--- config.mk ---
export PLATFORM = sky130hd
export DESIGN_NAME = md_datapath
export DESIGN_NICKNAME = d
export VERILOG_FILES = /design/src/rtl/md_pkg.sv /design/src/rtl/md_datapath.sv
export SDC_FILE = /design/constraint.sdc
export NUM_CORES = 2
export LEC_CHECK = 0
export BUFFER_PORTS_ARGS = -buffer_cell sky130_fd_sc_hd__buf_4
export CORE_ASPECT_RATIO = 1.25
export CORE_MARGIN = 2
export CORE_UTILIZATION = 60
export CTS_CLUSTER_DIAMETER = 120
export DETAILED_ROUTE_END_ITERATION = 12
export GPL_TIMING_DRIVEN = 0
export PLACE_DENSITY_LB_ADDON = 0.1
export RECOVER_POWER = 100
export SYNTH_ARGS = -nofsm -noshare
export SYNTH_HDL_FRONTEND = slang
export SYNTH_SLANG_ARGS = --single-unit
--- constraint.sdc ---
create_clock -name clk_i -period 10.1 [get_ports clk_i]
set_input_delay 1.515 -clock clk_i [delete_from_list [all_inputs] [get_ports clk_i]]
set_output_delay 1.515 -clock clk_i [all_outputs]
set_load 0.01 [all_outputs]
--- src/rtl/md_pkg.sv ---
`timescale 1ns / 1ps
// ----------------------------------------------------------------------------
// md_pkg
// Shared widths, reset values and controller/datapath interface types.
// ----------------------------------------------------------------------------
package md_pkg;

  localparam int unsigned ENTRY_W = 8;
  localparam int unsigned DET_W = 56;
  localparam int unsigned SIZE_W = 3;
  localparam logic [SIZE_W-1:0] SIZE_RESET = 3'd2;

  typedef struct packed {
    logic store_we;
    logic rd_en;
    logic mul_en;
    logic acc_clr;
    logic acc_en;
    logic acc_neg;
    logic dp_we;
    logic out_load;
  } cmd_t;

  typedef struct packed {
    logic out_full;
  } status_t;

endpackage

--- src/rtl/md_datapath.sv ---
`timescale 1ns / 1ps
// ----------------------------------------------------------------------------
// md_datapath
// Entry store, minor table, multiplier, accumulator and output register.
// ----------------------------------------------------------------------------
module md_datapath #(
  parameter int unsigned MAX_DIM = 6
) (
  input  logic                                   clk_i,
  input  logic                                   rst_ni,
  input  md_pkg::cmd_t                           cmd_i,
  output md_pkg::status_t                        status_o,
  input  logic [$clog2(MAX_DIM*MAX_DIM)-1:0]     store_waddr_i,
  input  logic [$clog2(MAX_DIM*MAX_DIM)-1:0]     store_raddr_i,
  input  logic [MAX_DIM-1:0]                     dp_raddr_i,
  input  logic [MAX_DIM-1:0]                     dp_waddr_i,
  input  logic signed [md_pkg::ENTRY_W-1:0]      entry_value_i,
  output logic                                   out_valid_o,
  input  logic                                   out_stall_i,
  output logic signed [md_pkg::DET_W-1:0]        det_value_o
);

  localparam int unsigned STORE_DEPTH = MAX_DIM * MAX_DIM;
  localparam int unsigned DP_DEPTH = 1 << MAX_DIM;
  localparam int unsigned PW = md_pkg::DET_W + md_pkg::ENTRY_W;

  logic signed [md_pkg::ENTRY_W-1:0] store_mem [STORE_DEPTH];
  logic signed [md_pkg::DET_W-1:0] dp_mem [DP_DEPTH];
  logic signed [md_pkg::ENTRY_W-1:0] entry_rd_q;
  logic signed [md_pkg::DET_W-1:0] dp_rd_q, minor;
  logic rd_zero_q;
  logic signed [PW-1:0] prod_full;
  logic signed [md_pkg::DET_W-1:0] prod_q, acc_q, det_q;
  logic out_valid_q;

  always_ff @(posedge clk_i) begin
    if (cmd_i.store_we) begin
      store_mem[store_waddr_i] <= entry_value_i;
    end
    if (cmd_i.rd_en) begin
      entry_rd_q <= store_mem[store_raddr_i];
    end
  end

  always_ff @(posedge clk_i) begin
    if (cmd_i.dp_we) begin
      dp_mem[dp_waddr_i] <= acc_q;
    end
    if (cmd_i.rd_en) begin
      dp_rd_q <= dp_mem[dp_raddr_i];
      rd_zero_q <= (dp_raddr_i == '0);
    end
  end

  assign minor = rd_zero_q ? md_pkg::DET_W'(1) : dp_rd_q;
  assign prod_full = minor * entry_rd_q;

  always_ff @(posedge clk_i) begin
    if (cmd_i.mul_en) begin
      prod_q <= prod_full[md_pkg::DET_W-1:0];
    end
    if (cmd_i.acc_clr) begin
      acc_q <= '0;
    end else if (cmd_i.acc_en) begin
      acc_q <= cmd_i.acc_neg ? acc_q - prod_q : acc_q + prod_q;
    end
    if (cmd_i.out_load) begin
      det_q <= acc_q;
    end
  end

  always_ff @(posedge clk_i or negedge rst_ni) begin
    if (!rst_ni) begin
      out_valid_q <= 1'b0;
    end else if (cmd_i.out_load) begin
      out_valid_q <= 1'b1;
    end else if (!out_stall_i) begin
      out_valid_q <= 1'b0;
    end
  end

  assign status_o.out_full = out_valid_q && out_stall_i;
  assign out_valid_o = out_valid_q;
  assign det_value_o = det_q;

endmodule

==> out/qor.yml <==
yosys:
  ys.flop_type: "edfxtp_1"
  yosysTopAreaCell: "edfxtp_1"
  netlist_instances: 9062
  ys_warn_count: 0
  synth_fp_nets: 9577
  yosysSeqAreaShare: 0.7085
  synth_top_area_frac: 0.7018
  ys_types: 80
  synth.top_cells.by_area: "edfxtp_1 (70%), mux4_2 (11%), fa_1 (3.5%)"
  synthesis.area_um2: 173200
  ys_ff_latch: 4106
  async_reset_ff_frac: 0.0002435
  synth_edf_count: 4049
  syn-mean-instance-area_um2: 19.12
clock_tree:
  clk_path_buf_depth: 4
  cts_hold_buf: 0
  cts_root_buf: "clkbuf_16"
  ctsResizeCount: 0
  cts_buffers: 391
  cts_max_level: 5
  cts_tree: "yes"
  cts_setup_buffers: 0
  worstSkewPairLatency_ps: 950
  cts.sinks: 4106
  clk_pin_slew_ps: 60
die:
  dieWidth_um: 484.6
  num_io_pins: 101
  start_util: 0.6028
  rows: 220
  die_area_um2: 293100
  coreArea_um2: 287400
  die_h_um: 604.8
sta:
  slew_violations: 7334
  finalHoldViolCount: 0
  finalSetupTns_ps: 0
  period_needed_ps: 8930
  fin_skew_ps: 73.68
  finalCritPeriodShare: 0.8842
  rsz0062_at_grt: "no"
  tightest_slew_ps: 5060
  setup_viol: 0
  fmax_mhz: 112.0
  relSlewSlack: -2.373
place:
  routabilityCongestion: 0.9681
  io_buffers: 82
  dp_hpwl_um: 369300
  placedInstanceArea_um2: 183600
power:
  vdd_drop_max_mv: 0.2343
  finalPower_mw: 46.40
  cellPowerDensity_nw_per_um2: 241.8
  leakage_nw: 64.22
run_status:
  violations: "capacitance limit, slew limit"
  status: "finished, violations left"
job:
  drv_cap: 253
route:
  wirelength_um: 529800
  drt_iter0_markers: 13480
  first_pass_iters: 6
  drc_errors: 0
  via_count: 93950
  wl_per_cell_um: 38.18
  ant_nets: 0
  vias_per_cell: 6.771
global_routing:
  grt_pass1_vias: 93790
  met2_usage: 0.5943
  grt_max_degree: 69
  use_met1: 0.4485
  track_usage: 0.3622
  globalRouteMet3Util: 0.07314
  top_usage_layer: "met2"
  grt_pass1_wl_um: 728800
  grt-ovfl-total: 0
  antenna_found_initial: 70
cells_and_area:
  area_delta_synth_final_pct: 10.74
  multi_input_area_um2: 46840
  drive_gt1_frac: 0.1724
  nFillCells: 19110
  final_area_um2: 191900
  fin_nets: 10260
  seqCellArea_um2: 122700
setup_path:
  reg2regPathDepth: 23
  max_stage_delay_ps: 1040
  end_kind: "register"
  worst-path-buf-inv: 7
  crit_path_start_kind: "register"
  path_cells: "clkbuf_1 > nor2b_1 > clkbuf_1 > and2_1 > ha_1 > inv_1 > fa_1 > inv_1 > fa_1 > inv_1 > fa_1 > inv_1 > ha_1 > clkbuf_1 > nand3_1 > nor2_1 > nand4_1 > o31ai_1 > a311oi_1 > a31oi_1 > a311o_1 > nand2_1 > xnor2_1"
  cp_num_cells: 23
  worstPathArrival_ps: 9420
  crit_path_frequent_cell: "inv_1"
  cp_max_fo: 10
  path_class: "reg2reg"
  cpMaxStageDelayCell: "xnor2_1"
  required_ps: 10590
  cp_top_family: "adder cells"
worst_hold_path:
  hold_path.class: "in2async"
[power breakdown]
| group | leakage, nW | total (mW) | internal [mW] | switching (mW) |
|---|---|---|---|---|
| registers | 37.7 | 22.7 | 21.5 | 1.19 |
| logic | 20.4 | 9.01 | 2.59 | 6.42 |
| clock network | 6.12 | 14.7 | 8.29 | 6.39 |
| total | 64.2 | 46.4 | 32.4 | 14.0 |
[layout make-up]
| cell class | count | area share |
|---|---|---|
| buffer | 481 | 0.01056 |
| tap | 3774 | 0.02461 |
| sequential | 4106 | 0.6397 |
| inverter | 438 | 0.008569 |
| multi-input combinational | 4037 | 0.2441 |
| timing repair buffer | 289 | 0.006130 |
| antenna | 46 | 0.0006000 |
| clock inverter | 222 | 0.01219 |
| clock buffer | 482 | 0.05350 |
[synthesized netlist by cell type, types with 11 or more instances]
| master | instances |
|---|---|
| edfxtp_1 | 4049 |
| mux4_2 | 882 |
| mux2i_1 | 445 |
| inv_1 | 438 |
| and2_1 | 324 |
| a21oi_1 | 308 |
| fa_1 | 302 |
| clkbuf_1 | 295 |
| nor2_1 | 258 |
| ha_1 | 170 |
| nand2_1 | 170 |
| xnor2_1 | 137 |
| o22ai_1 | 124 |
| mux2_2 | 115 |
| o21ai_0 | 107 |
| buf_2 | 106 |
| a221o_1 | 71 |
| a21o_1 | 63 |
| buf_1 | 62 |
| dfxtp_1 | 56 |
| o221ai_1 | 52 |
| a221oi_1 | 46 |
| nor3_1 | 43 |
| o311ai_0 | 38 |
| nand3_1 | 34 |
| nor2b_1 | 32 |
| xor2_1 | 27 |
| a31oi_1 | 22 |
| a211oi_1 | 21 |
| nand4_1 | 21 |
| and3_1 | 19 |
| nand2b_1 | 19 |
| o31ai_1 | 19 |
| buf_4 | 17 |
| o21bai_1 | 17 |
| nor4_1 | 15 |
| nand3b_1 | 12 |
| o21a_1 | 12 |
| o211ai_1 | 11 |
[stage by stage]
step | utilization | worst slack, ps | hold slack [ps] | instances
after floorplan | - | 4240 | 527.6 | 9062
after global placement | 0.6214 | 812.4 | 582.5 | 12920
after detailed placement | 0.6389 | 1157 | 504.0 | 13130
after CTS | 0.6827 | 1177 | 335.8 | 13830
after global routing | 0.6674 | 1035 | 371.9 | 13850
final | 0.6676 | 1170 | 398.4 | 13880
[kinds of logic (layout without fill, tap and decap cells)]
group | Yosys count | in the layout | synth area share
and+or+nand+nor | 998 | 998 | 0.03019
xor gates and xnor gates | 165 | 165 | 0.008385
buffers and inverters | 919 | 1912 | 0.02105
AOI/OAI and AO/OA | 960 | 960 | 0.03690
DFF | 4106 | 4106 | 0.7085
adders and majority gates | 472 | 472 | 0.04718
other | 0 | 46 | 0
muxes | 1442 | 1442 | 0.1478
[layer usage]
metal,part of all wire,vias to the layer above
met5,0.00031,-
met4,0.081,24
met3,0.10,1342
met2,0.48,5802
met1,0.33,49170
li1,-,37610
[placed cells by master (no fill, tap or decap), drive strengths merged, types with 23 or more instances in the layout]
master,synthesis,layout
edfxtp,4049,4049
clkbuf,296,1058
mux4,882,882
inv,438,448
mux2i,445,445
and2,324,324
a21oi,308,308
fa,302,302
nor2,258,258
buf,185,194
nand2,170,170
ha,170,170
clkinv,0,151
xnor2,138,138
o22ai,124,124
mux2,115,115
o21ai,113,113
a221o,71,71
a21o,63,63
dfxtp,56,56
o221ai,52,52
diode,0,46
a221oi,46,46
nor3,45,45
bufinv,0,41
o311ai,38,38
nand3,34,34
nor2b,32,32
xor2,27,27
a211oi,23,23
[sequential cells by signal, indices dropped and copies added, names as in the netlist]
name / cells
prod_q: 56
dp_mem: 3584
dp_rd_q: 56
rd_zero_q: 1
store_mem: 288
det_value_o: 56
acc_q: 56
entry_rd_q: 8
out_valid_o: 1
[worst reg2reg max path, stage by stage (launching register included)]
cell	delay, ps
edfxtp_1	420
clkbuf_1	250
nor2b_1	770
clkbuf_1	600
and2_1	240
ha_1	150
inv_1	50
fa_1	530
inv_1	60
fa_1	530
inv_1	50
fa_1	480
inv_1	50
ha_1	260
clkbuf_1	390
nand3_1	220
nor2_1	260
nand4_1	180
o31ai_1	790
a311oi_1	300
a31oi_1	530
a311o_1	290
nand2_1	110
xnor2_1	1040
[final timing paths]
kind	from	to	slack, ps
max	rd_zero_q	prod_q[51]	1170
min	rst_ni	out_valid_o	400
max reg2reg	rd_zero_q	prod_q[51]	1170
min reg2reg	acc_q[27]	acc_q[27]	500
max in group asynchronous	rst_ni	out_valid_o	9620
min in group clk_i	acc_q[27]	acc_q[27]	500
Power figures use the tool's default switching activity.
