<file path="src/rtl/md_pkg.sv">
`timescale 1ns / 1ps
// ----------------------------------------------------------------------------
// md_pkg
// Shared widths, reset values and controller/datapath interface types.
// ----------------------------------------------------------------------------
package md_pkg;

  localparam int unsigned ENTRY_W = 8;
  localparam int unsigned DET_W = 56;
  localparam int unsigned SIZE_W = 3;
  localparam logic [SIZE_W-1:0] SIZE_RESET = 3'd2;

  typedef struct packed {
    logic store_we;
    logic rd_en;
    logic mul_en;
    logic acc_clr;
    logic acc_en;
    logic acc_neg;
    logic dp_we;
    logic out_load;
  } cmd_t;

  typedef struct packed {
    logic out_full;
  } status_t;

endpackage

</file>
<file path="src/rtl/md_ctrl.sv">
`timescale 1ns / 1ps
// ----------------------------------------------------------------------------
// md_ctrl
// Sequencer: loads entries, then walks row subsets and rows for the expansion.
// ----------------------------------------------------------------------------
module md_ctrl #(
  parameter int unsigned MAX_DIM = 6
) (
  input  logic                            clk_i,
  input  logic                            rst_ni,
  input  logic                            cfg_we_i,
  input  logic [md_pkg::SIZE_W-1:0]       cfg_wdata_i,
  input  logic                            in_valid_i,
  output logic                            in_stall_o,
  input  md_pkg::status_t                 status_i,
  output md_pkg::cmd_t                    cmd_o,
  output logic [$clog2(MAX_DIM*MAX_DIM)-1:0] store_waddr_o,
  output logic [$clog2(MAX_DIM*MAX_DIM)-1:0] store_raddr_o,
  output logic [MAX_DIM-1:0]              dp_raddr_o,
  output logic [MAX_DIM-1:0]              dp_waddr_o
);

  localparam int unsigned SAW = $clog2(MAX_DIM * MAX_DIM);
  localparam int unsigned RW = $clog2(MAX_DIM);
  localparam int unsigned NW = $clog2(MAX_DIM + 1);

  localparam logic [2:0] StLoad  = 3'd0;
  localparam logic [2:0] StStart = 3'd1;
  localparam logic [2:0] StIssue = 3'd2;
  localparam logic [2:0] StMul   = 3'd3;
  localparam logic [2:0] StAcc   = 3'd4;
  localparam logic [2:0] StWrite = 3'd5;
  localparam logic [2:0] StDone  = 3'd6;

  logic [2:0] state_q, state_d;
  logic [md_pkg::SIZE_W-1:0] size_q;
  logic [SAW-1:0] cnt_q, cnt_d;
  logic [MAX_DIM-1:0] s_q, s_d;
  logic [RW-1:0] r_q, r_d;
  logic neg_q, neg_d;
  logic [NW-1:0] n_eff, col;
  logic [SAW-1:0] total_m1;
  logic [MAX_DIM-1:0] full_mask;
  logic r_last, in_acc;

  always_comb begin
    if (size_q == '0) begin
      n_eff = NW'(1);
    end else if (32'(size_q) > MAX_DIM) begin
      n_eff = NW'(MAX_DIM);
    end else begin
      n_eff = NW'(size_q);
    end
  end

  assign total_m1 = SAW'(32'(n_eff) * 32'(n_eff) - 32'd1);
  assign full_mask = MAX_DIM'((32'd1 << n_eff) - 32'd1);
  assign col = NW'(32'(n_eff) - 32'($countones(s_q)));
  assign r_last = (32'(r_q) == 32'(n_eff) - 32'd1);
  assign in_acc = in_valid_i && !in_stall_o;
  assign in_stall_o = (state_q != StLoad);

  assign store_waddr_o = cnt_q;
  assign store_raddr_o = SAW'(32'(r_q) * 32'(n_eff) + 32'(col));
  assign dp_raddr_o = s_q & ~(MAX_DIM'(1) << r_q);
  assign dp_waddr_o = s_q;

  always_comb begin
    state_d = state_q;
    cnt_d = cnt_q;
    s_d = s_q;
    r_d = r_q;
    neg_d = neg_q;
    cmd_o = '0;
    unique case (state_q)
      StLoad: begin
        if (in_acc) begin
          cmd_o.store_we = 1'b1;
          if (cnt_q >= total_m1) begin
            cnt_d = '0;
            s_d = MAX_DIM'(1);
            state_d = StStart;
          end else begin
            cnt_d = cnt_q + SAW'(1);
          end
        end
      end
      StStart: begin
        cmd_o.acc_clr = 1'b1;
        r_d = '0;
        neg_d = 1'b0;
        state_d = StIssue;
      end
      StIssue: begin
        cmd_o.rd_en = 1'b1;
        state_d = StMul;
      end
      StMul: begin
        cmd_o.mul_en = 1'b1;
        state_d = StAcc;
      end
      StAcc: begin
        if (s_q[r_q]) begin
          cmd_o.acc_en = 1'b1;
          cmd_o.acc_neg = neg_q;
          neg_d = !neg_q;
        end
        if (r_last) begin
          state_d = StWrite;
        end else begin
          r_d = r_q + RW'(1);
          state_d = StIssue;
        end
      end
      StWrite: begin
        cmd_o.dp_we = 1'b1;
        if (s_q == full_mask) begin
          state_d = StDone;
        end else begin
          s_d = s_q + MAX_DIM'(1);
          state_d = StStart;
        end
      end
      StDone: begin
        if (!status_i.out_full) begin
          cmd_o.out_load = 1'b1;
          state_d = StLoad;
        end
      end
      default: state_d = StLoad;
    endcase
    if (cfg_we_i) begin
      cnt_d = '0;
    end
  end

  always_ff @(posedge clk_i or negedge rst_ni) begin
    if (!rst_ni) begin
      state_q <= StLoad;
      size_q <= md_pkg::SIZE_RESET;
      cnt_q <= '0;
      s_q <= '0;
      r_q <= '0;
      neg_q <= 1'b0;
    end else begin
      state_q <= state_d;
      cnt_q <= cnt_d;
      s_q <= s_d;
      r_q <= r_d;
      neg_q <= neg_d;
      if (cfg_we_i) begin
        size_q <= cfg_wdata_i;
      end
    end
  end

endmodule

</file>
<file path="config.mk">
export PLATFORM = sky130hd
export DESIGN_NAME = md_ctrl
export DESIGN_NICKNAME = d
export VERILOG_FILES = /design/src/rtl/md_pkg.sv /design/src/rtl/md_ctrl.sv
export SDC_FILE = /design/constraint.sdc
export NUM_CORES = 1
export LEC_CHECK = 0
export ABC_AREA = 1
export BUFFER_PORTS_ARGS = -buffer_cell sky130_fd_sc_hd__buf_4
export CAP_MARGIN = 20
export CELL_PAD_IN_SITES_DETAIL_PLACEMENT = 1
export CELL_PAD_IN_SITES_GLOBAL_PLACEMENT = 1
export CORE_AREA = 10 10 91 85
export DETAILED_ROUTE_END_ITERATION = 8
export DIE_AREA = 0 0 101 95
export PLACE_DENSITY_LB_ADDON = 0.12
export RECOVER_POWER = 25
export SLEW_MARGIN = 20
export SYNTH_ARGS = -nofsm -noshare
export SYNTH_HDL_FRONTEND = slang
export SYNTH_SLANG_ARGS = --single-unit
</file>
<file path="constraint.sdc">
create_clock -name clk_i -period 6.4 [get_ports clk_i]
set_clock_uncertainty 0.05 [all_clocks]
set_input_delay 0.64 -clock clk_i [delete_from_list [all_inputs] [get_ports clk_i]]
set_output_delay 0.64 -clock clk_i [all_outputs]
set_load 0.02 [all_outputs]
</file>
==> impl_metrics.yaml <==
outcome:
  status: "finished clean"
sta:
  timing.slew.headroom_pct: 9.23
  finalCritPeriodShare_pct: 86.7
  finalCriticalPeriod_ps: 5550
  rsz0062_at_grt: "no"
  slew_violations: 0
  fmax_ghz: 0.180
  tightestPinTransition_ps: 1360
  fin_setup_tns_ps: 0
  setup_violations: 0
  hold_violations: 0
detailed_routing:
  wire_per_inst_um: 15.5
  drt-pass1-iter-count: 4
  via_per_inst: 5.04
  via_count: 2155
  wl_um: 6650
  antenna_left: 0
  drtIter0Drc: 91
  drc: 0
cells_and_area:
  antenna_cells: 0
  final_nets: 405
  layoutNonFillerInstCount: 428
  stdcell_area_um2: 2730
  area_growth_pct: 18.1
  drive_above_1_share_pct: 16.0
clock_network:
  clock_latency_ps: 270
  clkSlewWorstSetupHoldPaths_ps: 90
  clkSinkCount: 22
  cts_root_buffer: "clkbuf_8"
  cts_inserted_buffers: 3
  post_cts_buffers: 0
  cts.path.max_buffers: 2
  htreeDepth: 1
  cts.repair.resized: 0
  cts_tree: "done"
  cts_hold_buf: 0
critical_path:
  cp.required_ps: 5710
  critPathSlowestCell: "fa_1"
  endpoint_kind: "output port"
  path_class: "register to output port"
  regToRegStartpoint: "size_q[2]$_DFFE_PN0P_"
  r2r_cells: 19
  cp_max_fo: 8
  critPathBufInv: 4
  crit_arrival_ps: 4860
  cpPeakStageDelay_ps: 560
  critPathTopFamily: "adder cells"
  worstPathCellList: "fa_1 > inv_1 > fa_1 > fa_1 > inv_1 > ha_1 > inv_1 > fa_1 > xnor2_1 > xor2_1 > fa_1 > fa_1 > nand3_1 > nand2_1 > xor2_1 > buf_4"
  path_depth: 16
  start_kind: "register"
  startpoint: "dp_waddr_o[3]$_DFFE_PN0P_"
  crit_path_frequent_cell: "fa_1"
placed_design:
  numPortBuffers: 40
  gp_congestion: 0.870
  placed_cells: 424
  hpwl_um: 5340
  placed_area_um2: 2670
pwr:
  power_density_nw_per_um2: 360
  power_leakage_nw: 1.51
  ir_drop_v: 0.000267
hold_path:
  hold_start: "size_q[0]$_DFFE_PN0P_"
  holdPathStages: 2
  hold_path.class: "register to register"
run:
  drv_cap: 0
yosys:
  ys_types: 34
  ys_async_sr_fraction_pct: 100
  ys_seq_elements: 22
  synth_ff_type: "dfrtp_1"
  synth-edff-count: 0
  synthesis.area_um2: 2310
  syn_avg_cell_area_um2: 7.28
  syn_inst: 318
  yosysWarningCount: 0
  yosysSeqAreaShare_pct: 23.9
  synth_fp_nets: 366
global_route:
  grt_overflow: 0
  grt_max_degree: 23
  grt_util_all_layers_pct: 14.4
  grt_pass1_vias: 2299
  antenna_found_initial: 0
  grt_pass1_wl_um: 11400
floorplanning:
  die_w_um: 101
  die_h_um: 95
  pin_count: 41
  dieArea_um2: 9600
  core_um2: 5910
  fp-row-count: 27
  initial_core_util_pct: 39.1
[cell usage in the layout, fill, tap and decap left out, types with 2 or more instances in the layout]
cell type | netlist | layout
nand2_1 | 84 | 84
inv_1 | 44 | 44
buf_4 | 2 | 39
ha_1 | 32 | 32
nor2_1 | 28 | 28
nand3_1 | 22 | 22
dfrtp_1 | 21 | 21
a21oi_1 | 18 | 18
xor2_1 | 12 | 12
o21ai_0 | 9 | 9
fa_1 | 8 | 8
nor3_1 | 5 | 5
inv_2 | 4 | 4
nor2_2 | 4 | 4
nand4_1 | 3 | 3
clkbuf_8 | 0 | 3
xnor2_1 | 2 | 2
o211ai_1 | 2 | 2
[synth_stat cells (2+ instances only)]
master / count / share of area (%)
xor2_1: 12 / 4.5
nor2_2: 4 / 1.1
nand2_1: 84 / 14
fa_1: 8 / 6.9
nor2_1: 28 / 4.5
nand3_1: 22 / 4.8
nand4_1: 3 / 0.81
clkbuf_1: 2 / 0.32
o21ai_0: 9 / 1.9
xnor2_1: 2 / 0.76
inv_2: 4 / 0.65
o211ai_1: 2 / 0.65
ha_1: 32 / 17
dfrtp_1: 21 / 23
a21oi_1: 18 / 3.9
nor3_1: 5 / 1.1
inv_1: 44 / 7.1
buf_4: 2 / 0.65
[state kept, by name, indices dropped and copies added (netlist names)]
register / flops
neg_q: 1
dp_waddr_o: 6
r_q: 3
state_q: 3
store_waddr_o: 6
size_q: 3
[stage by stage]
step	setup slack [ps]	hold WS [ps]	utilization [%]	power, mW
after global placement	1200	436	45.1	0.846
after global routing	616	503	46.2	1.09
after floorplan	1180	294	-	0.649
final	853	464	46.2	0.985
after CTS	799	208	46.3	1.00
after detailed placement	1110	438	45.1	0.863
[logic make-up after synthesis]
logic type / share of synthesized area, %
AOI/OAI and AO/OA: 7.95
xor gates and xnor gates: 5.30
adders and majority gates: 24.2
buffers and inverters: 9.46
DFF: 23.9
and+or+nand+nor: 29.2
[layout make-up]
type                       instances  area [um^2]
inverter                          48          180
timing repair buffer              40          297
fill                             768         3180
clock inverter                     1         30.0
sequential                        22          552
multi-input combinational        242         1540
clock buffer                       3         41.3
tap                               72         90.1
[power by group]
group          internal [mW]  total (mW)  leakage [nW]  switching (mW)
clock                 0.0838       0.138        0.0357          0.0539
combinational          0.247       0.628          1.19           0.381
sequential             0.166       0.219         0.291          0.0529
[per-layer routing]
metal | global-route usage, % | up-vias | share of wire [%]
met5 | 0 | - | 0
met4 | 3.71 | 0 | 1.3
met3 | 2.99 | 8 | 4.3
met2 | 23.4 | 37 | 46
met1 | 18.9 | 1024 | 48
li1 | - | 1086 | -
[worst register-to-register path: cells and delay by family, from the launching register on]
family | cells | cell delay [ps]
adder cells (fa/ha/maj) | 3 | 840
buffers and inverters | 2 | 290
XOR/XNOR | 1 | 170
flip-flops | 1 | 690
AO/OA/AOI/OAI | 2 | 250
AND/OR/NAND/NOR | 11 | 1380
[worst paths after layout]
kind                                                 to  slack, ps
max                                    store_raddr_o[5]        850
max in group asynchronous  store_waddr_o[3]$_DFFE_PN0P_       4900
min reg2reg                       size_q[0]$_DFFE_PN0P_        460
max reg2reg                   dp_waddr_o[5]$_DFFE_PN0P_       2680
min                               size_q[0]$_DFFE_PN0P_        460
min in group asynchronous            r_q[0]$_DFFE_PN0P_        600
Power figures use the tool's default switching activity.
